`src/design/pwfr_pkg.sv`:
```
// shared types, constants and register map of the pulse width frame receiver
package pwfr_pkg;

   // counter widths
   localparam int PULSE_COUNT_BITS = 16;
   localparam int IDLE_COUNT_BITS  = 20;
   localparam int CMP_BITS         = 32;

   // register widths
   localparam int PULSE_CFG_BITS = 16;
   localparam int IDLE_CFG_BITS  = 20;

   // token queue, depth a power of two
   localparam int QUEUE_DEPTH    = 4;
   localparam int QUEUE_PTR_BITS = $clog2(QUEUE_DEPTH);
   localparam int QUEUE_CNT_BITS = $clog2(QUEUE_DEPTH + 1);

   // configuration port
   localparam int CSR_ADDR_BITS = 5;
   localparam int CSR_DATA_BITS = 32;

   // register reset values
   localparam logic [PULSE_CFG_BITS-1:0] SYNC_MIN_RESET = 16'd2000;
   localparam logic [PULSE_CFG_BITS-1:0] SYNC_MAX_RESET = 16'd2900;
   localparam logic [PULSE_CFG_BITS-1:0] ONE_MIN_RESET  = 16'd950;
   localparam logic [PULSE_CFG_BITS-1:0] ONE_MAX_RESET  = 16'd1400;
   localparam logic [PULSE_CFG_BITS-1:0] ZERO_MIN_RESET = 16'd450;
   localparam logic [PULSE_CFG_BITS-1:0] ZERO_MAX_RESET = 16'd750;
   localparam logic [IDLE_CFG_BITS-1:0]  END_IDLE_RESET = 20'd200000;

   localparam logic [7:0] BYTE_INDEX_MAX = 8'd255;
   localparam logic [7:0] BIT_MSB_MASK   = 8'h80;
   localparam logic [2:0] LAST_BIT       = 3'd7;

   typedef enum logic [2:0] {
      CSR_SYNC_MIN = 3'd0,
      CSR_SYNC_MAX = 3'd1,
      CSR_ONE_MIN  = 3'd2,
      CSR_ONE_MAX  = 3'd3,
      CSR_ZERO_MIN = 3'd4,
      CSR_ZERO_MAX = 3'd5,
      CSR_END_IDLE = 3'd6
   } csr_index_type;

   typedef enum logic [1:0] {
      EV_DATA = 2'd0,
      EV_SYNC = 2'd1,
      EV_END  = 2'd2
   } event_kind_type;

   typedef enum logic [1:0] {
      PC_NONE = 2'd0,
      PC_SYNC = 2'd1,
      PC_ONE  = 2'd2,
      PC_ZERO = 2'd3
   } pulse_class_type;

   typedef struct packed {
      logic [PULSE_CFG_BITS-1:0] sync_min;
      logic [PULSE_CFG_BITS-1:0] sync_max;
      logic [PULSE_CFG_BITS-1:0] one_min;
      logic [PULSE_CFG_BITS-1:0] one_max;
      logic [PULSE_CFG_BITS-1:0] zero_min;
      logic [PULSE_CFG_BITS-1:0] zero_max;
      logic [IDLE_CFG_BITS-1:0]  end_idle;
   } cfg_type;

   // one classified line event for the frame engine
   typedef struct packed {
      pulse_class_type pulse;
      logic            idle;
   } token_type;

   typedef struct packed {
      logic      valid;
      token_type token;
   } q_push_type;

   typedef struct packed {
      logic      valid;
      token_type token;
   } q_head_type;

endpackage

```
`src/design/pwfr_req_if.sv`:
```
// line sample channel
interface pwfr_req_if;
   logic valid;
   logic ready;
   logic line_level;

   modport source (output valid, output line_level, input ready);
   modport sink   (input valid, input line_level, output ready);
endinterface

```
`src/design/pwfr_rsp_if.sv`:
```
// frame event channel
interface pwfr_rsp_if;
   logic       valid;
   logic       ready;
   logic [1:0] event_kind;
   logic [7:0] data_byte;
   logic [7:0] byte_index;

   modport source (output valid, output event_kind, output data_byte, output byte_index,
                   input ready);
   modport sink   (input valid, input event_kind, input data_byte, input byte_index,
                   output ready);
endinterface

```
`src/design/pwfr_front.sv`:
```
// pulse measurement and window classification
module pwfr_front (
   input  logic                 clock,
   input  logic                 reset,
   pwfr_req_if.sink             req,
   input  pwfr_pkg::cfg_type    cfg,
   input  logic                 q_full,
   output pwfr_pkg::q_push_type push
);

   localparam logic [pwfr_pkg::PULSE_COUNT_BITS-1:0] PULSE_MAX = '1;
   localparam logic [pwfr_pkg::IDLE_COUNT_BITS-1:0]  IDLE_MAX  = '1;

   logic                                  prev_level_ff, prev_level_in;
   logic [pwfr_pkg::PULSE_COUNT_BITS-1:0] low_count_ff, low_count_in;
   logic [pwfr_pkg::IDLE_COUNT_BITS-1:0]  high_count_ff, high_count_in;
   logic                                  idle_sent_ff, idle_sent_in;

   logic                                  accept;
   logic                                  idle_reached;
   logic [pwfr_pkg::CMP_BITS-1:0]         len;
   pwfr_pkg::pulse_class_type             pulse_class;

   assign req.ready = !q_full;
   assign accept    = req.valid && req.ready;

   // windows with exclusive bounds, sync before one before zero
   assign len = pwfr_pkg::CMP_BITS'(low_count_ff);

   always_comb begin
      priority if (len > pwfr_pkg::CMP_BITS'(cfg.sync_min) &&
                   len < pwfr_pkg::CMP_BITS'(cfg.sync_max)) begin
         pulse_class = pwfr_pkg::PC_SYNC;
      end else if (len > pwfr_pkg::CMP_BITS'(cfg.one_min) &&
                   len < pwfr_pkg::CMP_BITS'(cfg.one_max)) begin
         pulse_class = pwfr_pkg::PC_ONE;
      end else if (len > pwfr_pkg::CMP_BITS'(cfg.zero_min) &&
                   len < pwfr_pkg::CMP_BITS'(cfg.zero_max)) begin
         pulse_class = pwfr_pkg::PC_ZERO;
      end else begin
         pulse_class = pwfr_pkg::PC_NONE;
      end
   end

   always_comb begin
      prev_level_in = prev_level_ff;
      low_count_in  = low_count_ff;
      high_count_in = high_count_ff;
      idle_sent_in  = idle_sent_ff;
      idle_reached  = 1'b0;
      push          = '0;
      if (accept) begin
         if (!req.line_level) begin
            if (prev_level_ff) begin
               low_count_in = {{(pwfr_pkg::PULSE_COUNT_BITS-1){1'b0}}, 1'b1};
            end else if (low_count_ff != PULSE_MAX) begin
               low_count_in = low_count_ff + 1'b1;
            end
            high_count_in = '0;
            idle_sent_in  = 1'b0;
            prev_level_in = 1'b0;
         end else begin
            if (high_count_ff != IDLE_MAX) begin
               high_count_in = high_count_ff + 1'b1;
            end
            idle_reached = pwfr_pkg::CMP_BITS'(high_count_in) >=
                           pwfr_pkg::CMP_BITS'(cfg.end_idle);
            prev_level_in = 1'b1;
            if (!prev_level_ff) begin
               // rising edge: pulse class plus idle test on the same tick
               push.valid       = (pulse_class != pwfr_pkg::PC_NONE) || idle_reached;
               push.token.pulse = pulse_class;
               push.token.idle  = idle_reached;
               idle_sent_in     = 1'b0;
            end else if (idle_reached && !idle_sent_ff) begin
               // later high ticks repeat the same test, so one token is enough
               push.valid       = 1'b1;
               push.token.pulse = pwfr_pkg::PC_NONE;
               push.token.idle  = 1'b1;
               idle_sent_in     = 1'b1;
            end
         end
      end
   end

   always_ff @(posedge clock) begin
      if (reset) begin
         prev_level_ff <= 1'b1;
         low_count_ff  <= '0;
         high_count_ff <= '0;
         idle_sent_ff  <= 1'b0;
      end else begin
         prev_level_ff <= prev_level_in;
         low_count_ff  <= low_count_in;
         high_count_ff <= high_count_in;
         idle_sent_ff  <= idle_sent_in;
      end
   end

endmodule

```
`src/design/pwfr_queue.sv`:
```
// token queue between classifier and frame engine
module pwfr_queue (
   input  logic                 clock,
   input  logic                 reset,
   input  pwfr_pkg::q_push_type push,
   input  logic                 pop,
   output logic                 full,
   output pwfr_pkg::q_head_type head
);

   pwfr_pkg::token_type                 entry_ff [pwfr_pkg::QUEUE_DEPTH];
   logic [pwfr_pkg::QUEUE_PTR_BITS-1:0] wr_ptr_ff, wr_ptr_in;
   logic [pwfr_pkg::QUEUE_PTR_BITS-1:0] rd_ptr_ff, rd_ptr_in;
   logic [pwfr_pkg::QUEUE_CNT_BITS-1:0] count_ff, count_in;
   logic                                do_pop;

   assign full       = count_ff == pwfr_pkg::QUEUE_CNT_BITS'(pwfr_pkg::QUEUE_DEPTH);
   assign head.valid = count_ff != '0;
   assign head.token = entry_ff[rd_ptr_ff];
   assign do_pop     = pop && head.valid;

   always_comb begin
      wr_ptr_in = push.valid ? wr_ptr_ff + 1'b1 : wr_ptr_ff;
      rd_ptr_in = do_pop ? rd_ptr_ff + 1'b1 : rd_ptr_ff;
      unique case ({push.valid, do_pop})
         2'b10:   count_in = count_ff + 1'b1;
         2'b01:   count_in = count_ff - 1'b1;
         default: count_in = count_ff;
      endcase
   end

   always_ff @(posedge clock) begin
      if (push.valid) begin
         entry_ff[wr_ptr_ff] <= push.token;
      end
   end

   always_ff @(posedge clock) begin
      if (reset) begin
         wr_ptr_ff <= '0;
         rd_ptr_ff <= '0;
         count_ff  <= '0;
      end else begin
         wr_ptr_ff <= wr_ptr_in;
         rd_ptr_ff <= rd_ptr_in;
         count_ff  <= count_in;
      end
   end

endmodule

```
`src/design/pwfr_back.sv`:
```
// frame engine: byte assembly, frame state and result register
module pwfr_back (
   input  logic                 clock,
   input  logic                 reset,
   input  pwfr_pkg::q_head_type head,
   output logic                 pop,
   pwfr_rsp_if.source           rsp
);

   logic       in_frame_ff, in_frame_in;
   logic       has_data_ff, has_data_in;
   logic [2:0] bit_count_ff, bit_count_in;
   logic [7:0] shift_ff, shift_in;
   logic [7:0] bytes_ff, bytes_in;

   logic       rsp_valid_ff, rsp_valid_in;
   logic [1:0] rsp_kind_ff, rsp_kind_in;
   logic [7:0] rsp_data_ff, rsp_data_in;
   logic [7:0] rsp_index_ff, rsp_index_in;

   logic       emit;
   logic [7:0] shift_next;

   assign pop = head.valid && (!rsp_valid_ff || rsp.ready);

   always_comb begin
      in_frame_in  = in_frame_ff;
      has_data_in  = has_data_ff;
      bit_count_in = bit_count_ff;
      shift_in     = shift_ff;
      bytes_in     = bytes_ff;
      emit         = 1'b0;
      rsp_kind_in  = rsp_kind_ff;
      rsp_data_in  = rsp_data_ff;
      rsp_index_in = rsp_index_ff;
      shift_next   = shift_ff;
      if (head.token.pulse == pwfr_pkg::PC_ONE) begin
         shift_next = shift_ff | (pwfr_pkg::BIT_MSB_MASK >> bit_count_ff);
      end
      if (pop) begin
         unique case (head.token.pulse)
            pwfr_pkg::PC_SYNC: begin
               in_frame_in  = 1'b1;
               has_data_in  = 1'b0;
               bit_count_in = '0;
               shift_in     = '0;
               bytes_in     = '0;
               emit         = 1'b1;
               rsp_kind_in  = pwfr_pkg::EV_SYNC;
               rsp_data_in  = '0;
               rsp_index_in = '0;
            end
            pwfr_pkg::PC_ONE, pwfr_pkg::PC_ZERO: begin
               if (in_frame_ff) begin
                  if (bit_count_ff == pwfr_pkg::LAST_BIT) begin
                     emit         = 1'b1;
                     rsp_kind_in  = pwfr_pkg::EV_DATA;
                     rsp_data_in  = shift_next;
                     rsp_index_in = bytes_ff;
                     if (bytes_ff != pwfr_pkg::BYTE_INDEX_MAX) begin
                        bytes_in = bytes_ff + 1'b1;
                     end
                     has_data_in  = 1'b1;
                     bit_count_in = '0;
                     shift_in     = '0;
                  end else begin
                     shift_in     = shift_next;
                     bit_count_in = bit_count_ff + 1'b1;
                  end
               end
            end
            default: begin
            end
         endcase
         // frame end only on a tick that gave nothing else
         if (!emit && head.token.idle && in_frame_in && has_data_in) begin
            emit         = 1'b1;
            rsp_kind_in  = pwfr_pkg::EV_END;
            rsp_data_in  = '0;
            rsp_index_in = '0;
            in_frame_in  = 1'b0;
            has_data_in  = 1'b0;
            bit_count_in = '0;
            shift_in     = '0;
            bytes_in     = '0;
         end
      end
      rsp_valid_in = pop ? emit : (rsp_valid_ff && !rsp.ready);
   end

   always_ff @(posedge clock) begin
      if (reset) begin
         in_frame_ff  <= 1'b0;
         has_data_ff  <= 1'b0;
         bit_count_ff <= '0;
         shift_ff     <= '0;
         bytes_ff     <= '0;
         rsp_valid_ff <= 1'b0;
      end else begin
         in_frame_ff  <= in_frame_in;
         has_data_ff  <= has_data_in;
         bit_count_ff <= bit_count_in;
         shift_ff     <= shift_in;
         bytes_ff     <= bytes_in;
         rsp_valid_ff <= rsp_valid_in;
      end
   end

   always_ff @(posedge clock) begin
      rsp_kind_ff  <= rsp_kind_in;
      rsp_data_ff  <= rsp_data_in;
      rsp_index_ff <= rsp_index_in;
   end

   assign rsp.valid      = rsp_valid_ff;
   assign rsp.event_kind = rsp_kind_ff;
   assign rsp.data_byte  = rsp_data_ff;
   assign rsp.byte_index = rsp_index_ff;

endmodule

```
`src/design/pulse_width_frame_receiver.sv`:
```
// pulse width frame receiver: top level with register block
// The block takes one line sample per clock on req while req.ready is high;
// req.ready is high whenever the four-entry token queue has room,
// which is always unless rsp has been held off for several pulses in a row.
// Low pulses are timed in the front part and classified at the rising edge
// against the sync, one and zero windows (bounds exclusive); a sync gives a
// frame start item, every eighth bit a data byte item, and a long high idle in
// a frame that holds data gives a frame end item. A result reaches rsp through
// the token queue and then the result register. Registers on the csr port sit at
// byte address 4*index; the user is to write them only while the line is idle,
// which the block itself does not enforce.
module pulse_width_frame_receiver (
   input  logic                               clock,
   input  logic                               reset,
   pwfr_req_if.sink                           req,
   pwfr_rsp_if.source                         rsp,
   input  logic                               csr_psel,
   input  logic                               csr_penable,
   input  logic                               csr_pwrite,
   input  logic [pwfr_pkg::CSR_ADDR_BITS-1:0] csr_paddr,
   input  logic [pwfr_pkg::CSR_DATA_BITS-1:0] csr_pwdata,
   output logic [pwfr_pkg::CSR_DATA_BITS-1:0] csr_prdata,
   output logic                               csr_pready
);

   // window and idle registers
   pwfr_pkg::cfg_type    cfg_ff, cfg_in;
   logic                 csr_write;
   logic [2:0]           csr_index;

   // front to queue to back
   pwfr_pkg::q_push_type push;
   pwfr_pkg::q_head_type head;
   logic                 q_full;
   logic                 pop;

   // apb: no wait states, write lands on the access phase
   assign csr_pready = 1'b1;
   assign csr_write  = csr_psel && csr_penable && csr_pwrite;
   assign csr_index  = csr_paddr[4:2];

   always_comb begin
      cfg_in = cfg_ff;
      if (csr_write) begin
         unique case (csr_index)
            pwfr_pkg::CSR_SYNC_MIN: cfg_in.sync_min = csr_pwdata[15:0];
            pwfr_pkg::CSR_SYNC_MAX: cfg_in.sync_max = csr_pwdata[15:0];
            pwfr_pkg::CSR_ONE_MIN:  cfg_in.one_min  = csr_pwdata[15:0];
            pwfr_pkg::CSR_ONE_MAX:  cfg_in.one_max  = csr_pwdata[15:0];
            pwfr_pkg::CSR_ZERO_MIN: cfg_in.zero_min = csr_pwdata[15:0];
            pwfr_pkg::CSR_ZERO_MAX: cfg_in.zero_max = csr_pwdata[15:0];
            pwfr_pkg::CSR_END_IDLE: cfg_in.end_idle = csr_pwdata[19:0];
            default: begin
               // address beyond the map: write dropped
            end
         endcase
      end
   end

   // read back, zero beyond the map
   always_comb begin
      unique case (csr_index)
         pwfr_pkg::CSR_SYNC_MIN: csr_prdata = pwfr_pkg::CSR_DATA_BITS'(cfg_ff.sync_min);
         pwfr_pkg::CSR_SYNC_MAX: csr_prdata = pwfr_pkg::CSR_DATA_BITS'(cfg_ff.sync_max);
         pwfr_pkg::CSR_ONE_MIN:  csr_prdata = pwfr_pkg::CSR_DATA_BITS'(cfg_ff.one_min);
         pwfr_pkg::CSR_ONE_MAX:  csr_prdata = pwfr_pkg::CSR_DATA_BITS'(cfg_ff.one_max);
         pwfr_pkg::CSR_ZERO_MIN: csr_prdata = pwfr_pkg::CSR_DATA_BITS'(cfg_ff.zero_min);
         pwfr_pkg::CSR_ZERO_MAX: csr_prdata = pwfr_pkg::CSR_DATA_BITS'(cfg_ff.zero_max);
         pwfr_pkg::CSR_END_IDLE: csr_prdata = pwfr_pkg::CSR_DATA_BITS'(cfg_ff.end_idle);
         default:                csr_prdata = '0;
      endcase
   end

   always_ff @(posedge clock) begin
      if (reset) begin
         cfg_ff.sync_min <= pwfr_pkg::SYNC_MIN_RESET;
         cfg_ff.sync_max <= pwfr_pkg::SYNC_MAX_RESET;
         cfg_ff.one_min  <= pwfr_pkg::ONE_MIN_RESET;
         cfg_ff.one_max  <= pwfr_pkg::ONE_MAX_RESET;
         cfg_ff.zero_min <= pwfr_pkg::ZERO_MIN_RESET;
         cfg_ff.zero_max <= pwfr_pkg::ZERO_MAX_RESET;
         cfg_ff.end_idle <= pwfr_pkg::END_IDLE_RESET;
      end else begin
         cfg_ff <= cfg_in;
      end
   end

   // front: pulse timing and classification, one token per useful tick
   pwfr_front u_front (
      .clock  (clock),
      .reset  (reset),
      .req    (req),
      .cfg    (cfg_ff),
      .q_full (q_full),
      .push   (push)
   );

   // queue lets the sample side run on while rsp is stalled
   pwfr_queue u_queue (
      .clock (clock),
      .reset (reset),
      .push  (push),
      .pop   (pop),
      .full  (q_full),
      .head  (head)
   );

   // back: frame state and the result register
   pwfr_back u_back (
      .clock (clock),
      .reset (reset),
      .head  (head),
      .pop   (pop),
      .rsp   (rsp)
   );

endmodule

```
`src/flat_wrapper.sv`:
```
// flat-port wrapper written by rule: the top's interface ports become plain ports
module pulse_width_frame_receiver_flat 
  (clock, reset, csr_psel, csr_penable, csr_pwrite, csr_paddr, csr_pwdata, csr_prdata, csr_pready, req_valid, req_line_level, req_ready, rsp_valid, rsp_event_kind, rsp_data_byte, rsp_byte_index, rsp_ready);
  pwfr_req_if req_i ();
  pwfr_rsp_if rsp_i ();
  input  logic clock;
  input  logic reset;
  input  logic csr_psel;
  input  logic csr_penable;
  input  logic csr_pwrite;
  input  logic [pwfr_pkg::CSR_ADDR_BITS-1:0] csr_paddr;
  input  logic [pwfr_pkg::CSR_DATA_BITS-1:0] csr_pwdata;
  output logic [pwfr_pkg::CSR_DATA_BITS-1:0] csr_prdata;
  output logic csr_pready;
  input wire logic [$bits(req_i.valid)-1:0] req_valid;
  input wire logic [$bits(req_i.line_level)-1:0] req_line_level;
  output wire logic [$bits(req_i.ready)-1:0] req_ready;
  output wire logic [$bits(rsp_i.valid)-1:0] rsp_valid;
  output wire logic [$bits(rsp_i.event_kind)-1:0] rsp_event_kind;
  output wire logic [$bits(rsp_i.data_byte)-1:0] rsp_data_byte;
  output wire logic [$bits(rsp_i.byte_index)-1:0] rsp_byte_index;
  input wire logic [$bits(rsp_i.ready)-1:0] rsp_ready;
  assign req_i.valid = req_valid;
  assign req_i.line_level = req_line_level;
  assign req_ready = req_i.ready;
  assign rsp_valid = rsp_i.valid;
  assign rsp_event_kind = rsp_i.event_kind;
  assign rsp_data_byte = rsp_i.data_byte;
  assign rsp_byte_index = rsp_i.byte_index;
  assign rsp_i.ready = rsp_ready;
  pulse_width_frame_receiver u_core (.clock(clock), .reset(reset), .req(req_i), .rsp(rsp_i), .csr_psel(csr_psel), .csr_penable(csr_penable), .csr_pwrite(csr_pwrite), .csr_paddr(csr_paddr), .csr_pwdata(csr_pwdata), .csr_prdata(csr_prdata), .csr_pready(csr_pready));
endmodule
```
`config.mk`:
```
export PLATFORM = sky130hd
export DESIGN_NAME = pulse_width_frame_receiver_flat
export DESIGN_NICKNAME = d
export VERILOG_FILES = /design/src/design/pwfr_pkg.sv /design/src/design/pwfr_req_if.sv /design/src/design/pwfr_rsp_if.sv /design/src/design/pwfr_front.sv /design/src/design/pwfr_queue.sv /design/src/design/pwfr_back.sv /design/src/design/pulse_width_frame_receiver.sv /design/src/flat_wrapper.sv
export SDC_FILE = /design/constraint.sdc
export NUM_CORES = 1
export LEC_CHECK = 0
export BUFFER_PORTS_ARGS = -buffer_cell sky130_fd_sc_hd__buf_4
export CAP_MARGIN = 5
export CORE_ASPECT_RATIO = 2
export CORE_MARGIN = 4
export CORE_UTILIZATION = 41
export DETAILED_ROUTE_END_ITERATION = 8
export GPL_ROUTABILITY_DRIVEN = 0
export SKIP_LAST_GASP = 1
export SYNTH_ARGS = -nofsm -noshare
export SYNTH_HDL_FRONTEND = slang
export SYNTH_HIERARCHICAL = 1
export SYNTH_SLANG_ARGS = --single-unit
export TNS_END_PERCENT = 1
```
`constraint.sdc`:
```
create_clock -name clock -period 5.28 [get_ports clock]
set_input_delay 0.264 -clock clock [delete_from_list [all_inputs] [get_ports clock]]
set_output_delay 0.264 -clock clock [all_outputs]
set_load 0.05 [all_outputs]
```
==> flow_summary_export.csv <==
group,metric,value,unit
run_status,status,"complete, no violations",
sta,setup_viol,0,
setup_path,path_max_fanout,8,
setup_path,cpPeakStageDelay,0.53,ns
synth,synth.distinct_cells,82,
sta,slew_headroom,32.19,%
sta,whs,0.02884,ns
power,ir_worst_vdd,0.2588,mV
global_routing,grt_util_all_layers,21.68,%
placed_design,dp_worst_setup_slack,0.2118,ns
power,p_leak,0.006746,µW
setup_path,slowest_stage,"or4_1",
finish,fillers,3158,
finish,drive_gt1_share,10.63,%
finish,num_antenna_cells,0,
routing,drt_iter0_markers,622,
clock_network,clk_latency,0.53,ns
synth,synth_top_area_share,27.66,%
run,maxCapViolCount,0,
finish,final_net_count,1693,
synth,postSynthAreaPerCell,9.071,µm²
synth,ys.flop_type,"dfxtp_1",
global_routing,grt_max_degree,128,
setup_path,crit_required,5.72,ns
setup_path,crit_type,"reg2reg",
synth,yosys_warnings,6,
floorplan,die_w,135.8,µm
setup_path,worst_setup_path_start_kind,"register",
clock_network,cts_tree,"built",
sta,setup_slack,0.4044,ns
setup_path,rrSetupSlack,0.40,ns
sta,max_freq,0.2051,GHz
clock_network,cts-buffers-inserted,22,
finish,final_util,46.17,%
floorplan,die_h,263.6,µm
floorplan,io_pins,98,
setup_path,cp_data_arrival_time,5.32,ns
routing,vias,10870,
global_routing,grt_pass1_vias,10880,
sta,worst_pin_slew,1.015,ns
routing,drc_errors,0,
setup_path,crit_path_end_kind,"register",
sta,fin_worst_skew,0.01530,ns
synth,postSynthCellCount,1476,
clock_network,cts_max_level,1,
routing,wirelength,39120,µm
sta,hold_viol,0,
clock_network,cts_buffer_depth,3,
synth,syn-cell-area,13390,µm²
placed_design,dpl.hpwl,28810,µm
synth,synth_edf_count,30,
floorplan,dieArea,35790,µm²
floorplan,rows,93,
placed_design,port_buffers,70,
clock_network,clock-sinks,215,
synth,ys_seq_area_share,34.39,%
sta,grt_setup_unrepaired,"no",
synth,async_flop_share,0,%
floorplan,core,32230,µm²
synth,synthTopCellsByArea,"dfxtp_1 28%, ha_1 12%, mux2i_1 11%",
finish,area_growth_syn_to_layout,11.16,%
global_routing,grt_overflow,0,
floorplan,initial_core_util,41.54,%
sta,fin_setup_tns,0,ns
hold_path,hold_class,"in2reg",
routing,vias_per_cell,5.545,
power,total_power,3572,µW
clock_network,cts.clk_slew.worst_paths,0.07,ns
power,cellPowerDensity,240.0,nW/µm²
setup_path,crit_chain,"and4_2 > nand3_4 > nor3_1 > buf_4 > or4_1 > xnor2_1 > ha_1 > a21oi_1 > o21ai_0 > a2111oi_2 > o21ai_0 > a211o_1 > o21ai_0 > a21oi_1 > inv_1 > ha_1 > inv_1 > fa_1 > xor2_1 > or3_1 > a21oi_1",
sta,slew_violations,0,
global_routing,grt_pass1_wl,60080,µm
clock_network,cts-root-buf,"clkbuf_16",
global_routing,antenna_found_initial,0,
routing,antenna_left,0,
sta,min_period,4.876,ns
synth,synth-seq-cells,215,
routing,drtPass1Iterations,5,
clock_network,cts_setup_buffers,0,
synth,synth_top_cell_by_area,"dfxtp_1",
routing,wire_per_inst,19.95,µm
sta,fin_crit_sh,92.34,%
==> power breakdown <==
| group | total, µW | internal (µW) | switching, µW | leakage (µW) |
|---|---|---|---|---|
| Clock | 1620 | 950 | 666 | 0.000360 |
| Sequential | 1670 | 1660 | 9.35 | 0.00179 |
| Combinational | 286 | 94.1 | 192 | 0.00460 |
==> through the flow <==
stage,cell area (µm²),std cells
floorplan,13430,1487
global route,14880,1961
finish,14880,1961
detailed placement,14110,1919
global placement,14110,1919
CTS,14880,1961
==> worst paths after layout <==
path                                    from                    endpoint  cells past startpoint
max          u_core/u_front/high_count_ff[5]  u_core/u_queue/count_ff[2]                     21
min                            csr_pwdata[2]           u_core/cfg_ff[22]                      3
max reg2reg  u_core/u_front/high_count_ff[5]  u_core/u_queue/count_ff[2]                     21
min reg2reg        u_core/u_back/shift_ff[0]   u_core/u_back/shift_ff[0]                      2
==> cells in the mapped netlist (5+ instances only) <==
library cell and instances:
and3_1 13, xor2_1 14, or4_1 5, and2_1 16, a21o_1 12, inv_1 140, o21ai_0 31, xnor2_1 17
a221oi_1 12, o211ai_1 5, mux4_2 7, buf_2 5, clkbuf_1 36, edfxtp_1 30, buf_6 13, nor4_1 9
o221a_2 12, nand4_1 32, a31oi_1 5, nor2b_1 13, buf_4 18, nand2_1 62, or3_1 20, ha_1 127
a21oi_1 94, a2111oi_0 7, mux2i_1 149, nor3_1 21, nor2_1 137, nand2b_1 90, a211oi_1 9, o21a_1 9
nand3_1 35, dfxtp_1 185, and4_1 8, o31ai_1 7
==> cell usage in the layout, fill, tap and decap left out, drive strengths merged, types with 12 or more instances in the layout <==
cell type	n
a21o	12
a21oi	94
a221oi	12
and2	16
and3	14
buf	84
clkbuf	33
conb	13
dfxtp	185
edfxtp	30
ha	127
inv	141
mux2i	149
nand2	65
nand2b	91
nand3	38
nand4	33
nor2	137
nor2b	13
nor3	22
o21ai	32
o221a	12
or3	21
xnor2	18
xor2	14
==> worst max-delay path: cells and delay by family, from the launching register on <==
family	cells	cell delay [ns]
AO/OA/AOI/OAI	8	1.64
AND/OR/NAND/NOR	5	1.29
adder cells (fa/ha/maj)	3	0.84
flip-flops	1	0.35
buffers and inverters	3	0.34
XOR/XNOR	2	0.32
==> registers in the layout, indices dropped and copies added, names as in the netlist, named ones only <==
register and cells:
u_core/cfg_ff 116, u_core/u_front/high_count_ff 20, u_core/u_front/low_count_ff 16, u_core/u_queue/entry_ff 12, u_core/u_back/bytes_ff 8, u_core/u_back/rsp.byte_index 8, u_core/u_back/rsp.data_byte 8, u_core/u_back/shift_ff 8
u_core/u_back/bit_count_ff 3, u_core/u_queue/count_ff 3, u_core/u_back/rsp.event_kind 2, u_core/u_queue/rd_ptr_ff 2, u_core/u_queue/wr_ptr_ff 2, u_core/u_back/has_data_ff 1, u_core/u_back/in_frame_ff 1, u_core/u_back/rsp.valid 1
u_core/u_front/idle_sent_ff 1, u_core/u_front/prev_level_ff 1
==> routing by layer <==
layer	up-vias	wire (µm)	track usage [%]
met2	277	21160	41.21
met4	0	3192	15.16
met3	127	1246	1.989
met5	-	0	0
li1	5255	-	-
met1	5214	13510	21.36
==> kinds of logic (layout without fill, tap and decap cells) <==
logic type	Yosys count	count (layout)	share of synthesized area, %
AOI/OAI and AO/OA	231	231	11.48
xor gates and xnor gates	32	32	2.149
adders and majority gates	128	128	12.02
buffers and inverters	219	266	7.728
DFF	215	215	34.39
muxes	160	160	12.65
other	2	13	0.05609
and+or+nand+nor	489	489	19.53
==> repair_timing <==
item,in CTS,in global routing
gates resized for setup,0,2
hold buffers,4,0
endpoints found under the hold margin,4,0
setup endpoints to repair,0,1
==> cell type report <==
cell class	instances	area, µm²	share of cell area, %
Clock buffer	33	653.1	4.388
Clock inverter	5	76.32	0.5128
Inverter	140	525.5	3.531
Multi-Input combinational cell	1053	7806	52.45
Sequential cell	215	4604	30.94
Tap cell	427	534.3	3.590
Timing Repair Buffer	88	683.2	4.590
(Power assumes the default switching activity.)
